$ cat src/hdl/fds_pkg.sv
// Shared types, widths and codes of the frame difference segment renderer.
`default_nettype none

package fds_pkg;

  // Field widths of the input and result words.
  localparam int unsigned KIND_W       = 2;
  localparam int unsigned BYTE_INDEX_W = 10;
  localparam int unsigned VALUE_W      = 8;
  localparam int unsigned PAGE_NUM_W   = 3;
  localparam int unsigned START_COL_W  = 7;
  localparam int unsigned HALF_SEG_W   = 64;

  // Geometry of the frame store.
  localparam int unsigned PAGE_ROWS   = 8;
  localparam int unsigned SEG_BYTES   = 16;
  localparam int unsigned LANE_W      = 4;
  localparam int unsigned SEG_DATA_W  = SEG_BYTES * VALUE_W;
  localparam int unsigned MAX_PAGE_W  = 4;
  localparam int unsigned MAX_SEG_W   = 4;

  // Defaults of the top-level parameters.
  localparam int unsigned DEF_SCREEN_COLUMNS = 128;
  localparam int unsigned DEF_SCREEN_ROWS    = 64;

  // Depth of the command queue between front and back.
  localparam int unsigned QUEUE_DEPTH = 4;

  // Item kinds as they arrive on the input channel.
  typedef enum logic [KIND_W-1:0] {
    KIND_WRITE  = 2'd0,
    KIND_CLEAR  = 2'd1,
    KIND_RENDER = 2'd2
  } kind_e;

  // Operations handed from the front to the back.
  typedef enum logic [1:0] {
    OP_WRITE  = 2'd0,
    OP_CLEAR  = 2'd1,
    OP_RENDER = 2'd2
  } op_e;

  // One decoded command in the queue.
  typedef struct packed {
    op_e                   op;
    logic [MAX_PAGE_W-1:0] page;
    logic [MAX_SEG_W-1:0]  seg;
    logic [LANE_W-1:0]     lane;
    logic [VALUE_W-1:0]    value;
  } cmd_t;

endpackage

`default_nettype wire

$ cat src/hdl/fds_if.sv
// Channel interfaces for the input words and the result words.
`default_nettype none

interface fds_in_if;
  import fds_pkg::*;
  logic                    valid;
  logic                    ready;
  logic [KIND_W-1:0]       kind;
  logic [BYTE_INDEX_W-1:0] byte_index;
  logic [VALUE_W-1:0]      byte_value;

  modport source (output valid, kind, byte_index, byte_value, input ready);
  modport sink   (input valid, kind, byte_index, byte_value, output ready);
endinterface


`default_nettype wire

$ cat src/hdl/fds_front.sv
// Front end: accepts input words, splits byte addresses into page and column, issues commands.
`default_nettype none

module fds_front import fds_pkg::*; #(
  parameter int unsigned SCREEN_COLUMNS = DEF_SCREEN_COLUMNS,
  parameter int unsigned SCREEN_ROWS    = DEF_SCREEN_ROWS
) (
  input  logic     clk_i,
  input  logic     rst_ni,
  fds_in_if.sink   in_i,
  input  logic     hold_i,
  output logic     push_valid_o,
  input  logic     push_ready_i,
  output cmd_t     push_cmd_o
);

  localparam int unsigned PAGE_COUNT  = SCREEN_ROWS / PAGE_ROWS;
  localparam int unsigned FRAME_BYTES = SCREEN_COLUMNS * PAGE_COUNT;
  localparam int unsigned SEGS        = SCREEN_COLUMNS / SEG_BYTES;
  localparam int unsigned RECIP_SHIFT = 20;
  localparam int unsigned RECIP       = (1 << RECIP_SHIFT) / SCREEN_COLUMNS;
  localparam int unsigned PROD_W      = BYTE_INDEX_W + RECIP_SHIFT;
  localparam int unsigned REM_W       = $clog2(2 * SCREEN_COLUMNS);
  localparam int unsigned BASE_W      = BYTE_INDEX_W + REM_W;

  logic                    a_valid_q;
  logic [KIND_W-1:0]       a_kind_q;
  logic [BYTE_INDEX_W-1:0] a_idx_q;
  logic [VALUE_W-1:0]      a_value_q;
  logic [BYTE_INDEX_W-1:0] a_qest_q;
  logic [BYTE_INDEX_W-1:0] qest_d;
  logic [PROD_W-1:0]       prod;
  logic [BASE_W-1:0]       base;
  logic [BASE_W-1:0]       diff;
  logic [REM_W-1:0]        rem;
  logic [REM_W-1:0]        col;
  logic                    corr;
  logic [BYTE_INDEX_W-1:0] page;
  logic                    in_range;
  logic                    seg_ok;
  logic                    need_push;
  logic                    a_done;
  logic                    a_take;

  // Estimate of the page by multiplying with the reciprocal of the width; may be one low.
  assign prod   = PROD_W'(in_i.byte_index) * PROD_W'(RECIP);
  assign qest_d = BYTE_INDEX_W'(prod >> RECIP_SHIFT);

  // Remainder and one correction step give the exact page and column.
  assign base = BASE_W'(a_qest_q) * BASE_W'(SCREEN_COLUMNS);
  assign diff = BASE_W'(a_idx_q) - base;
  assign rem  = REM_W'(diff);
  assign corr = (rem >= REM_W'(SCREEN_COLUMNS));
  assign col  = corr ? (rem - REM_W'(SCREEN_COLUMNS)) : rem;
  assign page = a_qest_q + BYTE_INDEX_W'(corr);

  // Writes outside the frame or into a partial segment are dropped here.
  assign in_range = (32'(a_idx_q) < FRAME_BYTES);
  assign seg_ok   = (32'(col) < SEGS * SEG_BYTES);

  // Build the command; unused kinds issue nothing.
  always_comb begin
    need_push        = 1'b0;
    push_cmd_o.op    = OP_WRITE;
    push_cmd_o.page  = MAX_PAGE_W'(page);
    push_cmd_o.seg   = MAX_SEG_W'(col >> LANE_W);
    push_cmd_o.lane  = col[LANE_W-1:0];
    push_cmd_o.value = a_value_q;
    unique case (a_kind_q)
      KIND_WRITE: begin
        need_push = in_range && seg_ok;
      end
      KIND_CLEAR: begin
        need_push     = 1'b1;
        push_cmd_o.op = OP_CLEAR;
      end
      KIND_RENDER: begin
        need_push     = 1'b1;
        push_cmd_o.op = OP_RENDER;
      end
      default: begin
        need_push = 1'b0;
      end
    endcase
  end

  assign push_valid_o = a_valid_q && need_push;
  assign a_done       = !need_push || push_ready_i;
  assign in_i.ready   = !hold_i && (!a_valid_q || a_done);
  assign a_take       = in_i.valid && in_i.ready;

  // Stage valid flag.
  always_ff @(posedge clk_i or negedge rst_ni) begin
    if (!rst_ni) begin
      a_valid_q <= 1'b0;
    end else if (a_take) begin
      a_valid_q <= 1'b1;
    end else if (a_done) begin
      a_valid_q <= 1'b0;
    end
  end

  // Stage payload.
  always_ff @(posedge clk_i) begin
    if (a_take) begin
      a_kind_q  <= in_i.kind;
      a_idx_q   <= in_i.byte_index;
      a_value_q <= in_i.byte_value;
      a_qest_q  <= qest_d;
    end
  end

endmodule

`default_nettype wire

$ cat src/flat_wrapper.sv
// flat-port wrapper written by rule: the top's interface ports become plain ports
module fds_front_flat import fds_pkg::*;
#(
  parameter int unsigned SCREEN_COLUMNS = DEF_SCREEN_COLUMNS,
  parameter int unsigned SCREEN_ROWS    = DEF_SCREEN_ROWS
)
  (clk_i, rst_ni, hold_i, push_valid_o, push_ready_i, push_cmd_o, in_i_valid, in_i_kind, in_i_byte_index, in_i_byte_value, in_i_ready);
  fds_in_if in_i_i ();
  input  logic clk_i;
  input  logic rst_ni;
  input  logic hold_i;
  output logic push_valid_o;
  input  logic push_ready_i;
  output cmd_t push_cmd_o;
  input wire logic [$bits(in_i_i.valid)-1:0] in_i_valid;
  input wire logic [$bits(in_i_i.kind)-1:0] in_i_kind;
  input wire logic [$bits(in_i_i.byte_index)-1:0] in_i_byte_index;
  input wire logic [$bits(in_i_i.byte_value)-1:0] in_i_byte_value;
  output wire logic [$bits(in_i_i.ready)-1:0] in_i_ready;
  assign in_i_i.valid = in_i_valid;
  assign in_i_i.kind = in_i_kind;
  assign in_i_i.byte_index = in_i_byte_index;
  assign in_i_i.byte_value = in_i_byte_value;
  assign in_i_ready = in_i_i.ready;
  fds_front #(.SCREEN_COLUMNS(SCREEN_COLUMNS), .SCREEN_ROWS(SCREEN_ROWS)) u_core (.clk_i(clk_i), .rst_ni(rst_ni), .in_i(in_i_i), .hold_i(hold_i), .push_valid_o(push_valid_o), .push_ready_i(push_ready_i), .push_cmd_o(push_cmd_o));
endmodule
$ cat config.mk
export PLATFORM = sky130hd
export DESIGN_NAME = fds_front_flat
export DESIGN_NICKNAME = d
export VERILOG_FILES = /design/src/hdl/fds_pkg.sv /design/src/hdl/fds_if.sv /design/src/hdl/fds_front.sv /design/src/flat_wrapper.sv
export SDC_FILE = /design/constraint.sdc
export NUM_CORES = 1
export LEC_CHECK = 0
export BUFFER_PORTS_ARGS = -buffer_cell sky130_fd_sc_hd__clkbuf_2
export CAP_MARGIN = 30
export CORE_MARGIN = 2
export CORE_UTILIZATION = 41
export CTS_CLUSTER_SIZE = 24
export DETAILED_ROUTE_END_ITERATION = 8
export GPL_TIMING_DRIVEN = 0
export PLACE_DENSITY = 0.77
export SLEW_MARGIN = 15
export SYNTH_ARGS = -nofsm -noshare
export SYNTH_HDL_FRONTEND = slang
export SYNTH_SLANG_ARGS = --single-unit
$ cat constraint.sdc
create_clock -name clk_i -period 4.1 [get_ports clk_i]
set_input_delay 0.41 -clock clk_i [delete_from_list [all_inputs] [get_ports clk_i]]
set_output_delay 0.41 -clock clk_i [all_outputs]
set_load 0.005 [all_outputs]
After elaboration in Yosys (flattened, before gate mapping) --
Cells that the tools add are included.
Cells by class: add/subtract/negate cells 3, mux-type cells 5, eq/ne operators 2, $lt $le $gt $ge 2, reduce and logical (&&, ||, !) cells 11
Operators by type and width (count):
- 8-bit greater-or-equal comparator, second input constant | 1
- 8-bit < comparator, second input constant | 1
- 8-bit two-way mux | 1
- 8-bit subtractor | 1
- 8-bit subtractor, second input constant | 1
- 3-bit by 1-bit adder with 4-bit output | 1
- 2-bit one-hot mux with 2 select lines | 1
- 1-bit logical AND | 3
- 1-bit zero test | 3
- 2-bit by 1-bit equality test with 1-bit output, second input constant | 1
- 2-bit equality test, second input constant | 1
- 2-bit zero test | 1
- 1-bit logical OR | 2
- 1-bit two-way mux | 2
- 1-bit one-hot mux with 2 select lines | 1
- 2-bit nonzero test | 1
- 2-bit OR reduction | 1
Word-level totals: logic and storage cells 28, flip-flop bits (word level) 22, output and inout bits 24

Depth between registers and ports, before layout --
depth in word-level cells 11, gate-level depth with buffers 2

Worst setup path after synthesis --
No wires, ideal clock.
kind input -> register, from in hold_i, to reg u_core.a_idx_q[0] (enable), library setup time 0.404 ns, arrival 1.567 ns, data required time 3.696 ns, cell stages on the path 2, slack 2.129 ns, cells stage by stage nand2b_1 -> a21oi_1
On the way: cells in the longest elaborated chain, start to end 3
Ends and longest elaborated chain:
- start: declaration | line flat_wrapper.sv:11 | input logic hold_i;
- 1-bit zero test | line fds_front.sv:89 | assign in_i.ready = !hold_i && (!a_valid_q || a_done);
- 1-bit logical AND | line fds_front.sv:89
- 1-bit logical AND | line fds_front.sv:90 | assign a_take = in_i.valid && in_i.ready;
- named net u_core.a_take | line fds_front.sv:43 | logic a_take;
- end signal: assignment | line fds_front.sv:107 | a_idx_q <= in_i.byte_index;
- end: declaration | line fds_front.sv:28 | logic [BYTE_INDEX_W-1:0] a_idx_q;
The timed path passes the listed nets, and every way through them passes these cells. A chain may end at the register's enable or synchronous reset.

Worst setup path in the final report --
from reg u_core.a_kind_q[1], to out in_i_ready
On the way: cells in the longest elaborated chain, start to end 7, elaborated cells between the ends (all ways) 9, classes of those cells 2 x eq/ne; 1 x mux; 6 x reduce/logical
Ends and longest elaborated chain:
- start: declaration | line fds_front.sv:27 | logic [KIND_W-1:0] a_kind_q;
- start signal: assignment | line fds_front.sv:106 | a_kind_q <= in_i.kind;
- 2-bit by 1-bit equality test with 1-bit output / 2-bit equality test (equally long branches) | line fds_front.sv:69 | unique case (a_kind_q)
- 2-bit OR reduction (no source line)
- 1-bit one-hot mux with 2 select lines (*) | line fds_front.sv:69
- 1-bit zero test (*) | line fds_front.sv:88 | assign a_done = !need_push || push_ready_i;
- 1-bit logical OR (*) | line fds_front.sv:88
- 1-bit logical OR (*) | line fds_front.sv:89
- 1-bit logical AND (*) | line fds_front.sv:89
- end: declaration | line flat_wrapper.sv:19 | output wire logic [$bits(in_i_i.ready)-1:0] in_i_ready;
Mark *: on every way between the ends. The rest lies on a longest branch, timed or not.

==> results.txt <==
Min-Delay Endpoint - u_core.a_idx_q[2]
layout cells sized above 1 - 0.6471
fin util - 0.6453
Tot GR Track Use - 0.1234
Seq cells post-synth - 21
Yosys Warn Count - 0
Slew HR - 0.6205
Final Wtd Congestion - 0.6581
setup TNS - 0 ns
# setup viols final - 0
First-pass DRT Iterations - 2
Avg Cell Area, Syn - 21.86 um^2
die area - 0.002052 mm^2
clk buf depth - 2
Post-synth EDFFs - 20
Worst-path clk slew - 0.11 ns
RR Endpoint - u_core.a_value_q[7]
Die Y - 45.30 um
CTS Buf Count - 3
H-tree Lvls - 1
Max Slew Vio Count - 0
top cells by count, synth - edfxtp_1, a21oi_1, buf_4
most frequent cell after synthesis - edfxtp_1
DRT antenna net count - 0
Min-Delay Startpoint - in_i_byte_index[2]
vias per cell - 4.455
width of the die - 45.30 um
vias in the first global route - 412
Worst setup SP type - flip-flop
final hold vios - 0
Core Region - 0.001559 mm^2
effective utilization at floorplan - 0.4486
CTS tree - done
fin crit share - 0.3972
first-iteration detailed-routing DRC count - 4
CP Max Fanout - 4
synthesized cell area - 699.4 um^2
Synth top area share - 0.8587
maximum clock frequency - 614.1 MHz
I/O pin count - 49
Wirelength per Cell - 11.78 um
CTS sink cnt - 21
n_diodes - 0
Seq/Total Area, Yosys - 0.8945
first-pass GRT wire length - 1.676 mm
Primary FF master, synth - edfxtp_1
setup bufs post-CTS - 0
Layout Skew - 0.001973 ns
RSZ-0062 raised after global routing - no
power per cell area - 376.1 mW/mm^2
total global routing overflow - 0
Critical Path Sink Type - output pin
MaxCap Viol Count - 0
setup slack at placement - 2.430 ns
Critical Path AT - 1.22 ns
Final WS setup - 2.472 ns
detailed-route DRC error count - 0
area delta synth->final - 43.83%
top cells by area, synth - edfxtp_1, dfrtp_1, buf_4
Async SR Flop Fraction - 0.04762
status - finished, final reports clean
Max VDD drop - 0.2581 mV
row count - 14
Hold Crit Class - primary input to flip-flop
static leakage - 0.4686 nW
port bufs - 46
Tightest Pin Transition - 0.5692 ns
root buffer cell - clkbuf_4
Synth cell types - 11
worst skew pair latency - 0.30 ns
Detailed Route WL - 1.190 mm
nets - 111
Post-DP Area - 968.4 um^2
Reg2Reg Launch Point - u_core.a_valid_q
hold depth - 1
R2R Setup Slk - 2.56 ns
fin area - 0.001006 mm^2
Vias - 450
Crit. Startpoint - u_core.a_kind_q[1]
post-synth top area cell - edfxtp_1
initial antenna violation count - 0
pin count of the biggest net entering global routing - 13
Tmin final - 1.628 ns
crit path kind - flip-flop to output pin
Worst EP required - 3.69 ns
worst-case reg-to-reg path depth - 3
Post-Syn Instances - 32
-- state kept, by name (all words and copies together), names as in the netlist --
register / flops
u_core.a_idx_q: 7
u_core.a_kind_q: 2
u_core.a_qest_q: 3
u_core.a_valid_q: 1
u_core.a_value_q: 8
-- cell type report --
type / instances / area, um^2
sequential: 21 / 625.6
clock inverter: 1 / 5.005
multi-input combinational: 9 / 62.56
timing repair buffer: 48 / 251.5
tap: 16 / 20.02
inverter: 1 / 3.754
fill: 117 / 553.0
buffer: 2 / 15.01
clock buffer: 3 / 22.52
-- cells in the final DEF (no fill, tap or decap), drive strengths merged --
cell type | synthesis | layout
a21bo | 1 | 1
a21boi | 1 | 1
a21oi | 2 | 2
and2b | 1 | 1
buf | 2 | 3
clkbuf | 0 | 49
clkinv | 0 | 1
conb | 1 | 2
dfrtp | 1 | 1
dlygate4sd3 | 0 | 1
edfxtp | 20 | 20
inv | 1 | 1
nand2b | 1 | 1
nor2b | 1 | 1
-- cell families after synthesis --
group,after synthesis,synth area share
buffers and inverters,3,0.02682
flip-flops,21,0.8945
AND/OR/NAND/NOR,3,0.02864
other,1,0.005362
AO/OA/AOI/OAI,4,0.04472
-- worst max-delay path, stage by stage (launching register included) --
cell      delay (ns)
edfxtp_1        0.44
a21boi_2        0.26
a21oi_1         0.11
clkbuf_2        0.12
-- stage by stage --
stage	hold WS [ns]	instances	total power, W
2_1_floorplan	0.1144	33	0.0002640
3_3_place_gp	0.1871	95	0.0002843
3_5_place_dp	0.1865	96	0.0002875
4_1_cts	0.2676	101	0.0003819
5_1_grt	0.2582	101	0.0003928
6_report	0.2769	101	0.0003783
-- power breakdown --
part | internal [W] | switching [W] | leakage, nW | total, W
combinational | 0.0000192 | 0.0000149 | 0.252 | 0.0000341
clock | 0.0000364 | 0.0000593 | 0.0177 | 0.0000956
sequential | 0.000246 | 0.00000251 | 0.199 | 0.000249
total | 0.000302 | 0.0000767 | 0.469 | 0.000378
-- worst max-delay path by stage --
stage,slack [ns],to
floorplan,2.13,u_core.a_idx_q[0]
global placement,1.75,u_core.a_value_q[7]
detailed placement,2.43,u_core.a_value_q[1]
CTS,2.45,in_i_ready
global route,2.39,in_i_ready
finish,2.47,in_i_ready
-- per-layer routing --
metal  track usage  part of all wire  wire length, um
met5             0                 0                0
met3       0.02800             0.085              101
met1        0.1162              0.35              419
met2        0.2286              0.56              670
met4       0.08824                 0                0
-- what timing repair did --
item                      CTS  global route
resized for setup           0             0
hold buffers                1             0
hold endpoints to repair    1             0
No activity file was read; power rests on OpenSTA's default activity.
