[config.mk]
export PLATFORM = sky130hd
export DESIGN_NAME = fds_queue
export DESIGN_NICKNAME = d
export VERILOG_FILES = /design/src/hdl/fds_pkg.sv /design/src/hdl/fds_queue.sv
export SDC_FILE = /design/constraint.sdc
export NUM_CORES = 1
export LEC_CHECK = 0
export ABC_AREA = 1
export BUFFER_PORTS_ARGS = -buffer_cell sky130_fd_sc_hd__buf_2
export CAP_MARGIN = 20
export CORE_ASPECT_RATIO = 1.4
export CORE_MARGIN = 3
export CORE_UTILIZATION = 28
export CTS_CLUSTER_DIAMETER = 50
export DETAILED_ROUTE_END_ITERATION = 8
export PLACE_DENSITY_LB_ADDON = 0.08
export SLEW_MARGIN = 25
export SYNTH_ARGS = -nofsm -noshare
export SYNTH_HDL_FRONTEND = slang
export SYNTH_SLANG_ARGS = --single-unit
[constraint.sdc]
create_clock -name clk_i -period 2.8 [get_ports clk_i]
set_input_delay 0.84 -clock clk_i [delete_from_list [all_inputs] [get_ports clk_i]]
set_output_delay 0.84 -clock clk_i [all_outputs]
set_load 0.03 [all_outputs]
[src/hdl/fds_pkg.sv]
// Shared types, widths and codes of the frame difference segment renderer.
`default_nettype none

package fds_pkg;

  // Field widths of the input and result words.
  localparam int unsigned KIND_W       = 2;
  localparam int unsigned BYTE_INDEX_W = 10;
  localparam int unsigned VALUE_W      = 8;
  localparam int unsigned PAGE_NUM_W   = 3;
  localparam int unsigned START_COL_W  = 7;
  localparam int unsigned HALF_SEG_W   = 64;

  // Geometry of the frame store.
  localparam int unsigned PAGE_ROWS   = 8;
  localparam int unsigned SEG_BYTES   = 16;
  localparam int unsigned LANE_W      = 4;
  localparam int unsigned SEG_DATA_W  = SEG_BYTES * VALUE_W;
  localparam int unsigned MAX_PAGE_W  = 4;
  localparam int unsigned MAX_SEG_W   = 4;

  // Defaults of the top-level parameters.
  localparam int unsigned DEF_SCREEN_COLUMNS = 128;
  localparam int unsigned DEF_SCREEN_ROWS    = 64;

  // Depth of the command queue between front and back.
  localparam int unsigned QUEUE_DEPTH = 4;

  // Item kinds as they arrive on the input channel.
  typedef enum logic [KIND_W-1:0] {
    KIND_WRITE  = 2'd0,
    KIND_CLEAR  = 2'd1,
    KIND_RENDER = 2'd2
  } kind_e;

  // Operations handed from the front to the back.
  typedef enum logic [1:0] {
    OP_WRITE  = 2'd0,
    OP_CLEAR  = 2'd1,
    OP_RENDER = 2'd2
  } op_e;

  // One decoded command in the queue.
  typedef struct packed {
    op_e                   op;
    logic [MAX_PAGE_W-1:0] page;
    logic [MAX_SEG_W-1:0]  seg;
    logic [LANE_W-1:0]     lane;
    logic [VALUE_W-1:0]    value;
  } cmd_t;

endpackage

`default_nettype wire

[src/hdl/fds_queue.sv]
// Short command queue that decouples the front end from the render engine.
`default_nettype none

module fds_queue import fds_pkg::*; (
  input  logic clk_i,
  input  logic rst_ni,
  input  logic push_valid_i,
  output logic push_ready_o,
  input  cmd_t push_cmd_i,
  output logic pop_valid_o,
  input  logic pop_ready_i,
  output cmd_t pop_cmd_o
);

  localparam int unsigned PTR_W = $clog2(QUEUE_DEPTH);
  localparam int unsigned CNT_W = $clog2(QUEUE_DEPTH + 1);

  cmd_t             slot_q [QUEUE_DEPTH];
  logic [PTR_W-1:0] wr_ptr_q, wr_ptr_d;
  logic [PTR_W-1:0] rd_ptr_q, rd_ptr_d;
  logic [CNT_W-1:0] count_q, count_d;
  logic             push;
  logic             pop;

  assign push_ready_o = (count_q != CNT_W'(QUEUE_DEPTH));
  assign pop_valid_o  = (count_q != '0);
  assign pop_cmd_o    = slot_q[rd_ptr_q];
  assign push         = push_valid_i && push_ready_o;
  assign pop          = pop_valid_o && pop_ready_i;

  // Pointer and fill count update.
  always_comb begin
    wr_ptr_d = wr_ptr_q;
    rd_ptr_d = rd_ptr_q;
    if (push) begin
      wr_ptr_d = (wr_ptr_q == PTR_W'(QUEUE_DEPTH - 1)) ? '0 : wr_ptr_q + 1'b1;
    end
    if (pop) begin
      rd_ptr_d = (rd_ptr_q == PTR_W'(QUEUE_DEPTH - 1)) ? '0 : rd_ptr_q + 1'b1;
    end
    count_d = count_q + CNT_W'(push) - CNT_W'(pop);
  end

  always_ff @(posedge clk_i or negedge rst_ni) begin
    if (!rst_ni) begin
      wr_ptr_q <= '0;
      rd_ptr_q <= '0;
      count_q  <= '0;
    end else begin
      wr_ptr_q <= wr_ptr_d;
      rd_ptr_q <= rd_ptr_d;
      count_q  <= count_d;
    end
  end

  // Storage slots.
  always_ff @(posedge clk_i) begin
    if (push) begin
      slot_q[wr_ptr_q] <= push_cmd_i;
    end
  end

endmodule

`default_nettype wire

---- Yosys cells after proc, flatten, opt, wreduce, memory -nomap -nowiden ----
Memories as Yosys holds them, arrays and structs flattened.
Index checks and enable logic that the tools add are counted.
operators by class
  add/subtract/negate cells ............... 4
  multipliers ............................. 0
  div/mod/pow operators ................... 0
  $lt $le $gt $ge ......................... 0
  eq/ne operators ......................... 3
  shifts and indexed selects .............. 0
  muxes and demuxes ....................... 4
  bitwise logic cells ..................... 0
  reduce and logical (&&, ||, !) cells .... 3
operators with widths
  kind                                           number
  adder 2 x 1 -> 2 bit (second input constant)   2
  == test 2 bit (second input constant)          2
  2-to-1 mux 2 bit                               2
  adder 3 x 1 -> 3 bit                           1
  inequality test 3 bit (second input constant)  1
  nonzero test 3 bit                             1
  subtractor 3 x 1 -> 3 bit                      1
  logical AND 1 bit                              2
  2-to-1 mux 1 bit                               2
storage, ports and cells
  register bits ........................... 7
  latch bits .............................. 0
  bits in writable memories ............... 88
  ROM bits ................................ 0
  logic and storage cells ................. 18
  memories ................................ 1
memory list
  memory  words  bits a word  rd ports  clocked after memory_dff  write ports  RTL line         text
  slot_q  4      22           1         0                         1            fds_queue.sv:18  cmd_t slot_q [QUEUE_DEPTH];

---- Longest topological paths before layout ----
Gate-level depths: netlist of the first run.
  word-level depth ........................ 4
  mapped depth ............................ 12

---- Worst setup path after synthesis of the first run ----
OpenSTA, ideal clock, no wires.
  path kind ............................... input-to-reg
  start ................................... input push_valid_i
  end ..................................... memory slot_q[3][0] in the netlist's numbering (enable)
  library setup time ...................... 0.401 ns
  arrival time ............................ 1.859 ns
  setup slack ............................. 0.540 ns
  cell stages on the path ................. 2
  buffers on the path ..................... 0
  cell sequence ........................... nand2_4 nor2_1
on the way
  cells in the longest elaborated chain, start to end .. 3
ends and longest elaborated chain
  what                                    RTL line         text
  start: declaration                      fds_queue.sv:7   input logic push_valid_i,
  logical AND 1 bit                       fds_queue.sv:28  assign push = push_valid_i && push_ready_o;
  2-to-1 mux 1 bit                        fds_queue.sv:58  if (push) begin
  2-to-1 mux 1 bit (implied by the code)  fds_queue.sv:59  slot_q[wr_ptr_q] <= push_cmd_i;
  end: declaration                        fds_queue.sv:18
Every way passes these cells.

==> results of run 1 <==
logic make-up (layout without fill, tap and decap cells):
family | Yosys count | count (layout) | share of synthesized area
DFF | 95 | 95 | 0.694
adders and majority gates | 8 | 8 | 0.0265
and+or+nand+nor | 92 | 92 | 0.0913
AOI/OAI and AO/OA | 44 | 44 | 0.0937
buffers and inverters | 71 | 130 | 0.0897
xor gates and xnor gates | 2 | 2 | 0.00432
per-stage QoR:
stage          cells  setup WS, ns  hold WS (ns)  total power [uW]
4_1_cts          556         0.236         0.323              5410
5_1_grt          556         0.134         0.319              5690
3_3_place_gp     541         0.599         0.548              4230
6_report         556         0.274         0.333              5290
3_5_place_dp     541         0.557         0.551              4250
2_1_floorplan    312         0.540         0.492              3680
synthesized netlist by cell type:
cell type / number
ha_1: 7
nor2_4: 1
o211ai_1: 34
nand3_1: 4
xnor2_1: 1
edfxtp_1: 88
buf_6: 12
inv_2: 1
nor2_1: 6
fa_1: 1
buf_4: 2
nand2_1: 78
o211ai_2: 10
xor2_1: 1
inv_1: 56
nand2_2: 2
nand2_4: 1
dfrtp_1: 7
area by class of cell:
cell class / count / area, um2 / share of cell area
inverter: 57 / 214 / 0.0449
clock buffer: 10 / 229 / 0.0480
multi-input combinational: 146 / 886 / 0.186
timing repair buffer: 58 / 338 / 0.0709
tap: 185 / 231 / 0.0486
clock inverter: 5 / 50.0 / 0.0105
sequential: 95 / 2820 / 0.591
state kept, by name, summed over array words and instances (netlist names):
register and count:
slot_q 88, count_q 3, rd_ptr_q 2, wr_ptr_q 2
per-layer routing:
metal  share of wire  vias up  routed length (um)  track usage
li1                -     1168                   -            -
met1            0.43     1093                3350        0.130
met2            0.52       31                4080        0.174
met3           0.041        5                 318       0.0295
met4           0.012        0                  95       0.0455
met5               0        -                   0            0
worst max-delay path, cell delays in order, from the launching register on:
cell	delay [ns]
dfrtp_2	0.62
buf_12	0.27
nand2_1	0.08
o211ai_1	0.09
nand2_1	0.09
buf_2	0.18
worst max-delay path by stage:
stage	end	slack, ns
4_1_cts	pop_cmd_o[18]	0.24
3_5_place_dp	count_q[1]	0.56
6_report	pop_cmd_o[2]	0.27
3_3_place_gp	count_q[1]	0.60
5_1_grt	pop_cmd_o[21]	0.13
2_1_floorplan	slot_q[3][0]	0.54
where the power goes:
part	total (uW)	switching, uW	leakage [uW]	internal, uW
Clock	1160	481	0.000133	679
Combinational	2100	1450	0.000908	652
Sequential	2040	157	0.000889	1880
Total	5290	2080	0.00193	3210
placed cells by master, fill, tap and decap left out, types with 4 or more instances in the layout:
cell type,instances
buf_2,49
buf_4,7
clkbuf_16,9
dfrtp_1,6
edfxtp_1,88
ha_1,7
inv_1,56
nand2_1,78
nand3_1,4
nor2_2,4
o211ai_1,34
o211ai_2,10
==> reports/results.txt, run 1 <==
Synth-to-Final Area Change = 17.5%
LEAKAGE = 0.00193 uW
Final instance area = 0.00477 mm2
Worst r2r src = count_q[1]
# diodes = 0
Worst-margin pin slew = 0.409 ns
First-pass GRT wire length = 12.4 mm
Fin. max-slew vios = 0
Total Routing Usage GR = 0.106
Syn nets = 346
Fillcell total = 1405
Global placement routability congestion = 0.707
H-tree depth = 3
HP Class = primary input to asynchronous set/reset pin
Pin count of the biggest net entering global routing = 44
# rows = 51
Hold buffer count at CTS = 0
CTS tree = built
Crit start category = register
Fmax = 0.396 GHz
Setup-violating endpoint count in the final report = 0
Initial antenna violation count = 0
Critical path launch point = rd_ptr_q[0]
Fin Setup TNS = 0 ns
Die Area = 0.0160 mm2
Endpoints failing hold = 0
Root Buffer = clkbuf_16
Yosys warns = 0
Routed WL = 7.85 mm
Via/cell ratio = 4.13
Die Width = 108 um
Ports = 50
TritonCTS Buffers = 9
CTS Sinks = 95
Vias in the first global route = 2302
Fraction of layout cells with a size suffix above 1 = 0.243
Routed wire length per instance = 14.1 um
Crit share post-route = 0.902
Flop2flop setup slack = 0.83 ns
Setup Crit Path Kind = register to primary output
Outcome = finished clean
Area post-placement = 0.00449 mm2
Die Y = 148 um
Length in cells of the worst reg-to-reg path = 10
Yosys cell types = 18
Drt pass-1 iters = 5
Fin crit period = 2.53 ns
Final nets = 401
# port buffers = 49
Pwr per Cell Area = 1110 mW/mm2
Post CTS Setup Buffer Count = 0
Maximum VDD drop = 0.567 mV
Crit path required time = 1.96 ns
R2r endpoint = count_q[1]
Initial core utilization = 0.289
Core footprint = 0.0140 mm2
Top cell type's share of synthesized area = 0.651
Clock transition at the registers of the reported paths = 0.06 ns
Clock latency at the later pin of the worst-skew pair = 0.33 ns
Total of max-cap violations = 0
Clk buf depth = 2
Iteration-0 DRC Markers = 64
Seq/Total Area, Yosys = 0.694
Post-CTS Resized = 0
Final core utilization = 0.340
DRT antenna net count = 0
Synth top area cells = edfxtp_1 (65%), nand2_1 (7.2%), o211ai_1 (6.3%)
# DRC = 0
Area leader, netlist = edfxtp_1
Slew headroom = 0.727
HPWL Detailed = 4.85 mm
GR Overflow Total = 0
Crit path capture type = primary output
RSZ-0062 raised after global routing = false
Synthesized flop and latch total = 95
Final Skew = 0.00523 ns
Syn avg cell area = 13.0 um2
Via count = 2297
Syn Inst Count = 312
CP max FO = 43
Cell Area, Synth = 0.00406 mm2
WP data arrival = 1.69 ns
Note: power is estimated with default switching activity, not from simulation.
==> inputs of run 2 (changes only) <==
--- a/config.mk
+++ b/config.mk
@@ -5,7 +5,7 @@
 export SDC_FILE = /design/constraint.sdc
 export NUM_CORES = 1
 export LEC_CHECK = 0
-export ABC_AREA = 1
+export ABC_AREA = 0
 export BUFFER_PORTS_ARGS = -buffer_cell sky130_fd_sc_hd__buf_2
 export CAP_MARGIN = 20
 export CORE_ASPECT_RATIO = 1.4
@@ -13,6 +13,7 @@
 export CORE_UTILIZATION = 28
 export CTS_CLUSTER_DIAMETER = 50
 export DETAILED_ROUTE_END_ITERATION = 8
+export GPL_TIMING_DRIVEN = 0
 export PLACE_DENSITY_LB_ADDON = 0.08
 export SLEW_MARGIN = 25
 export SYNTH_ARGS = -nofsm -noshare
==> run 2 against run 1 <==
  * Non-clock buffer count decreased by 4
  * Largest power group is now registers
  * Cell area decreased by 8.6%
  * Via count decreased by 28%
  * Fmax decreased by 5.5%
  * Critical endpoint is now pop_cmd_o[19]
==> reports/results.txt, run 2 <==
Total power = 4960 uW
Fmax = 0.374 GHz
Yosys warns = 0
Die Area = 0.0143 mm2
Most common cell after layout, fill and taps aside = edfxtp_1
Family with the most delay on the worst path = buffers and inverters
# DRC = 0
Maximum VDD drop = 0.602 mV
Commonest cells after routing, fill and taps aside = edfxtp_1 (88), buf_2 (51), mux4_2 (22)
Area leader, netlist = edfxtp_1
Syn Inst Count = 153
RSZ-0062 raised after global routing = false
Routed WL = 6.70 mm
# port buffers = 49
Biggest register = slot_q
Worst r2r src = count_q[1]
Clk buf depth = 2
Hold buffer count at CTS = 0
CP Buf/Inv Count = 3
Synthesized flop and latch total = 95
Synth-to-Final Area Change = 20.5%
Fin Setup TNS = 0 ns
Length in cells of the worst reg-to-reg path = 10
R2r endpoint = count_q[2]
Syn nets = 187
Initial antenna violation count = 0
Drt pass-1 iters = 4
Initial core utilization = 0.289
CTS Sinks = 95
CP max stage delay = 0.54 ns
Ports = 50
Cell Area, Synth = 0.00361 mm2
Synth top area cells = edfxtp_1 (73%), mux4_2 (14%), dfrtp_1 (4.8%)
Fin crit period = 2.67 ns
Final nets = 247
Setup-violating endpoint count in the final report = 0
Setup Crit Path Kind = register to primary output
Clock transition at the registers of the reported paths = 0.07 ns
Crit path required time = 1.96 ns
TritonCTS Buffers = 9
Share of flip-flops with an asynchronous set or reset = 0.0737
HP Class = primary input to asynchronous set/reset pin
Fin. max-slew vios = 0
Fraction of layout cells with a size suffix above 1 = 0.468
Clock latency at the later pin of the worst-skew pair = 0.33 ns
Crit path capture type = primary output
CP Cell Sequence = clkbuf_4 > buf_6 > mux4_2 > buf_2
Predominant post-synthesis flop cell = edfxtp_1
First-pass GRT wire length = 10.4 mm
Pwr per Cell Area = 1140 mW/mm2
Root Buffer = clkbuf_16
Crit share post-route = 0.955
DRT antenna net count = 0
Iteration-0 DRC Markers = 51
Top Registers = slot_q (88), count_q (3)
Seq/Total Area, Yosys = 0.780
Endpoints failing hold = 0
Max FFs per register = 88
Via/cell ratio = 4.51
# diodes = 0
Most common cell in the netlist = edfxtp_1
HPWL Detailed = 4.34 mm
Die Width = 102 um
Post-synth EDFFs = 88
Routed wire length per instance = 18.2 um
CP max FO = 10
Commonest cells post-synth = edfxtp_1 (88), mux4_2 (22), dfrtp_1 (7), ha_1 (7), inv_1 (7)
Crit start category = register
Pin count of the biggest net entering global routing = 23
Vias in the first global route = 1935
Via count = 1659
Worst-margin pin slew = 0.653 ns
Outcome = finished clean
Yosys cell types = 18
# rows = 48
Total Routing Usage GR = 0.100
GR Overflow Total = 0
Slowest cell on the critical path = mux4_2
H-tree depth = 3
Final Skew = 0.00672 ns
Total of max-cap violations = 0
Flop2flop setup slack = 0.40 ns
LEAKAGE = 0.00154 uW
Top cell type's share of synthesized area = 0.731
WP data arrival = 1.83 ns
Slew headroom = 0.565
Die Y = 140 um
CTS tree = built
Global placement routability congestion = 0.726
Post CTS Setup Buffer Count = 0
Syn avg cell area = 23.6 um2
Core footprint = 0.0125 mm2
[run 2: changes by cell type in the layout (fill, tap and decap cells not counted), sizes merged, moves of 5 or more]
cell	delta
buf	-5
nand2	-80
mux4	+22
inv	-48
nor2	-5
o211ai	-44
[run 2: logic make-up after synthesis]
logic type	synth area share
DFF	0.780
muxes	0.152
buffers and inverters	0.0152
and+or+nand+nor	0.0190
adders and majority gates	0.0298
xor gates and xnor gates	0.00485
[run 2: worst register-to-register path, stage by stage, from the launching register on]
cell	delay (ns)
dfrtp_1	0.44
or3_2	0.49
nand2_1	0.15
inv_1	0.06
ha_1	0.27
inv_1	0.06
ha_1	0.13
inv_1	0.05
fa_1	0.37
xnor2_1	0.15
xnor2_1	0.13
[run 2: per-layer routing]
layer,routed length [um],vias to the layer above,track usage
met5,0,-,0
met4,83,0,0.0373
met3,303,6,0.0339
met2,3690,37,0.176
met1,2620,871,0.111
li1,-,745,-
[run 2: worst max path at each step]
stage / from / endpoint / slack [ns] / cells past startpoint
detailed placement: rd_ptr_q[1] / pop_cmd_o[19] / 0.29 / 3
global route: rd_ptr_q[0] / pop_cmd_o[19] / 0.03 / 4
floorplan: count_q[1] / count_q[2] / 0.40 / 10
finish: rd_ptr_q[0] / pop_cmd_o[19] / 0.13 / 4
global placement: rd_ptr_q[1] / pop_cmd_o[20] / 0.32 / 3
CTS: rd_ptr_q[0] / pop_cmd_o[7] / 0.03 / 4
[run 2: layout make-up]
cell class | instances | area (um2)
flip-flops and latches | 95 | 2820
repair buffers | 49 | 245
clock inverters | 7 | 71.3
fillers | 1196 | 8140
plain buffers | 5 | 40.0
inverters | 7 | 26.3
well taps | 150 | 188
multi-input cells | 46 | 742
clock buffers | 9 | 225
[run 2: per-stage QoR]
step / std cells / util / setup WS, ns / hold WS (ns) / cell area [um2]
6_report: 368 / 0.349 / 0.126 / 0.334 / 4360
5_1_grt: 368 / 0.349 / 0.0257 / 0.325 / 4360
4_1_cts: 368 / 0.348 / 0.0260 / 0.328 / 4350
3_5_place_dp: 352 / 0.324 / 0.292 / 0.488 / 4050
3_3_place_gp: 352 / 0.324 / 0.316 / 0.473 / 4050
2_1_floorplan: 153 / - / 0.403 / 0.453 / 3610
[run 2: what timing repair did]
action | CTS | global route
endpoints found under the setup margin | 15 | 14
cloned | 0 | 0
resized for setup | 3 | 1
[run 2: power by group]
group          internal, uW  switching (uW)  total, uW
Clock                   693             507       1200
Combinational           688            1070       1760
Sequential             1890             111       2000
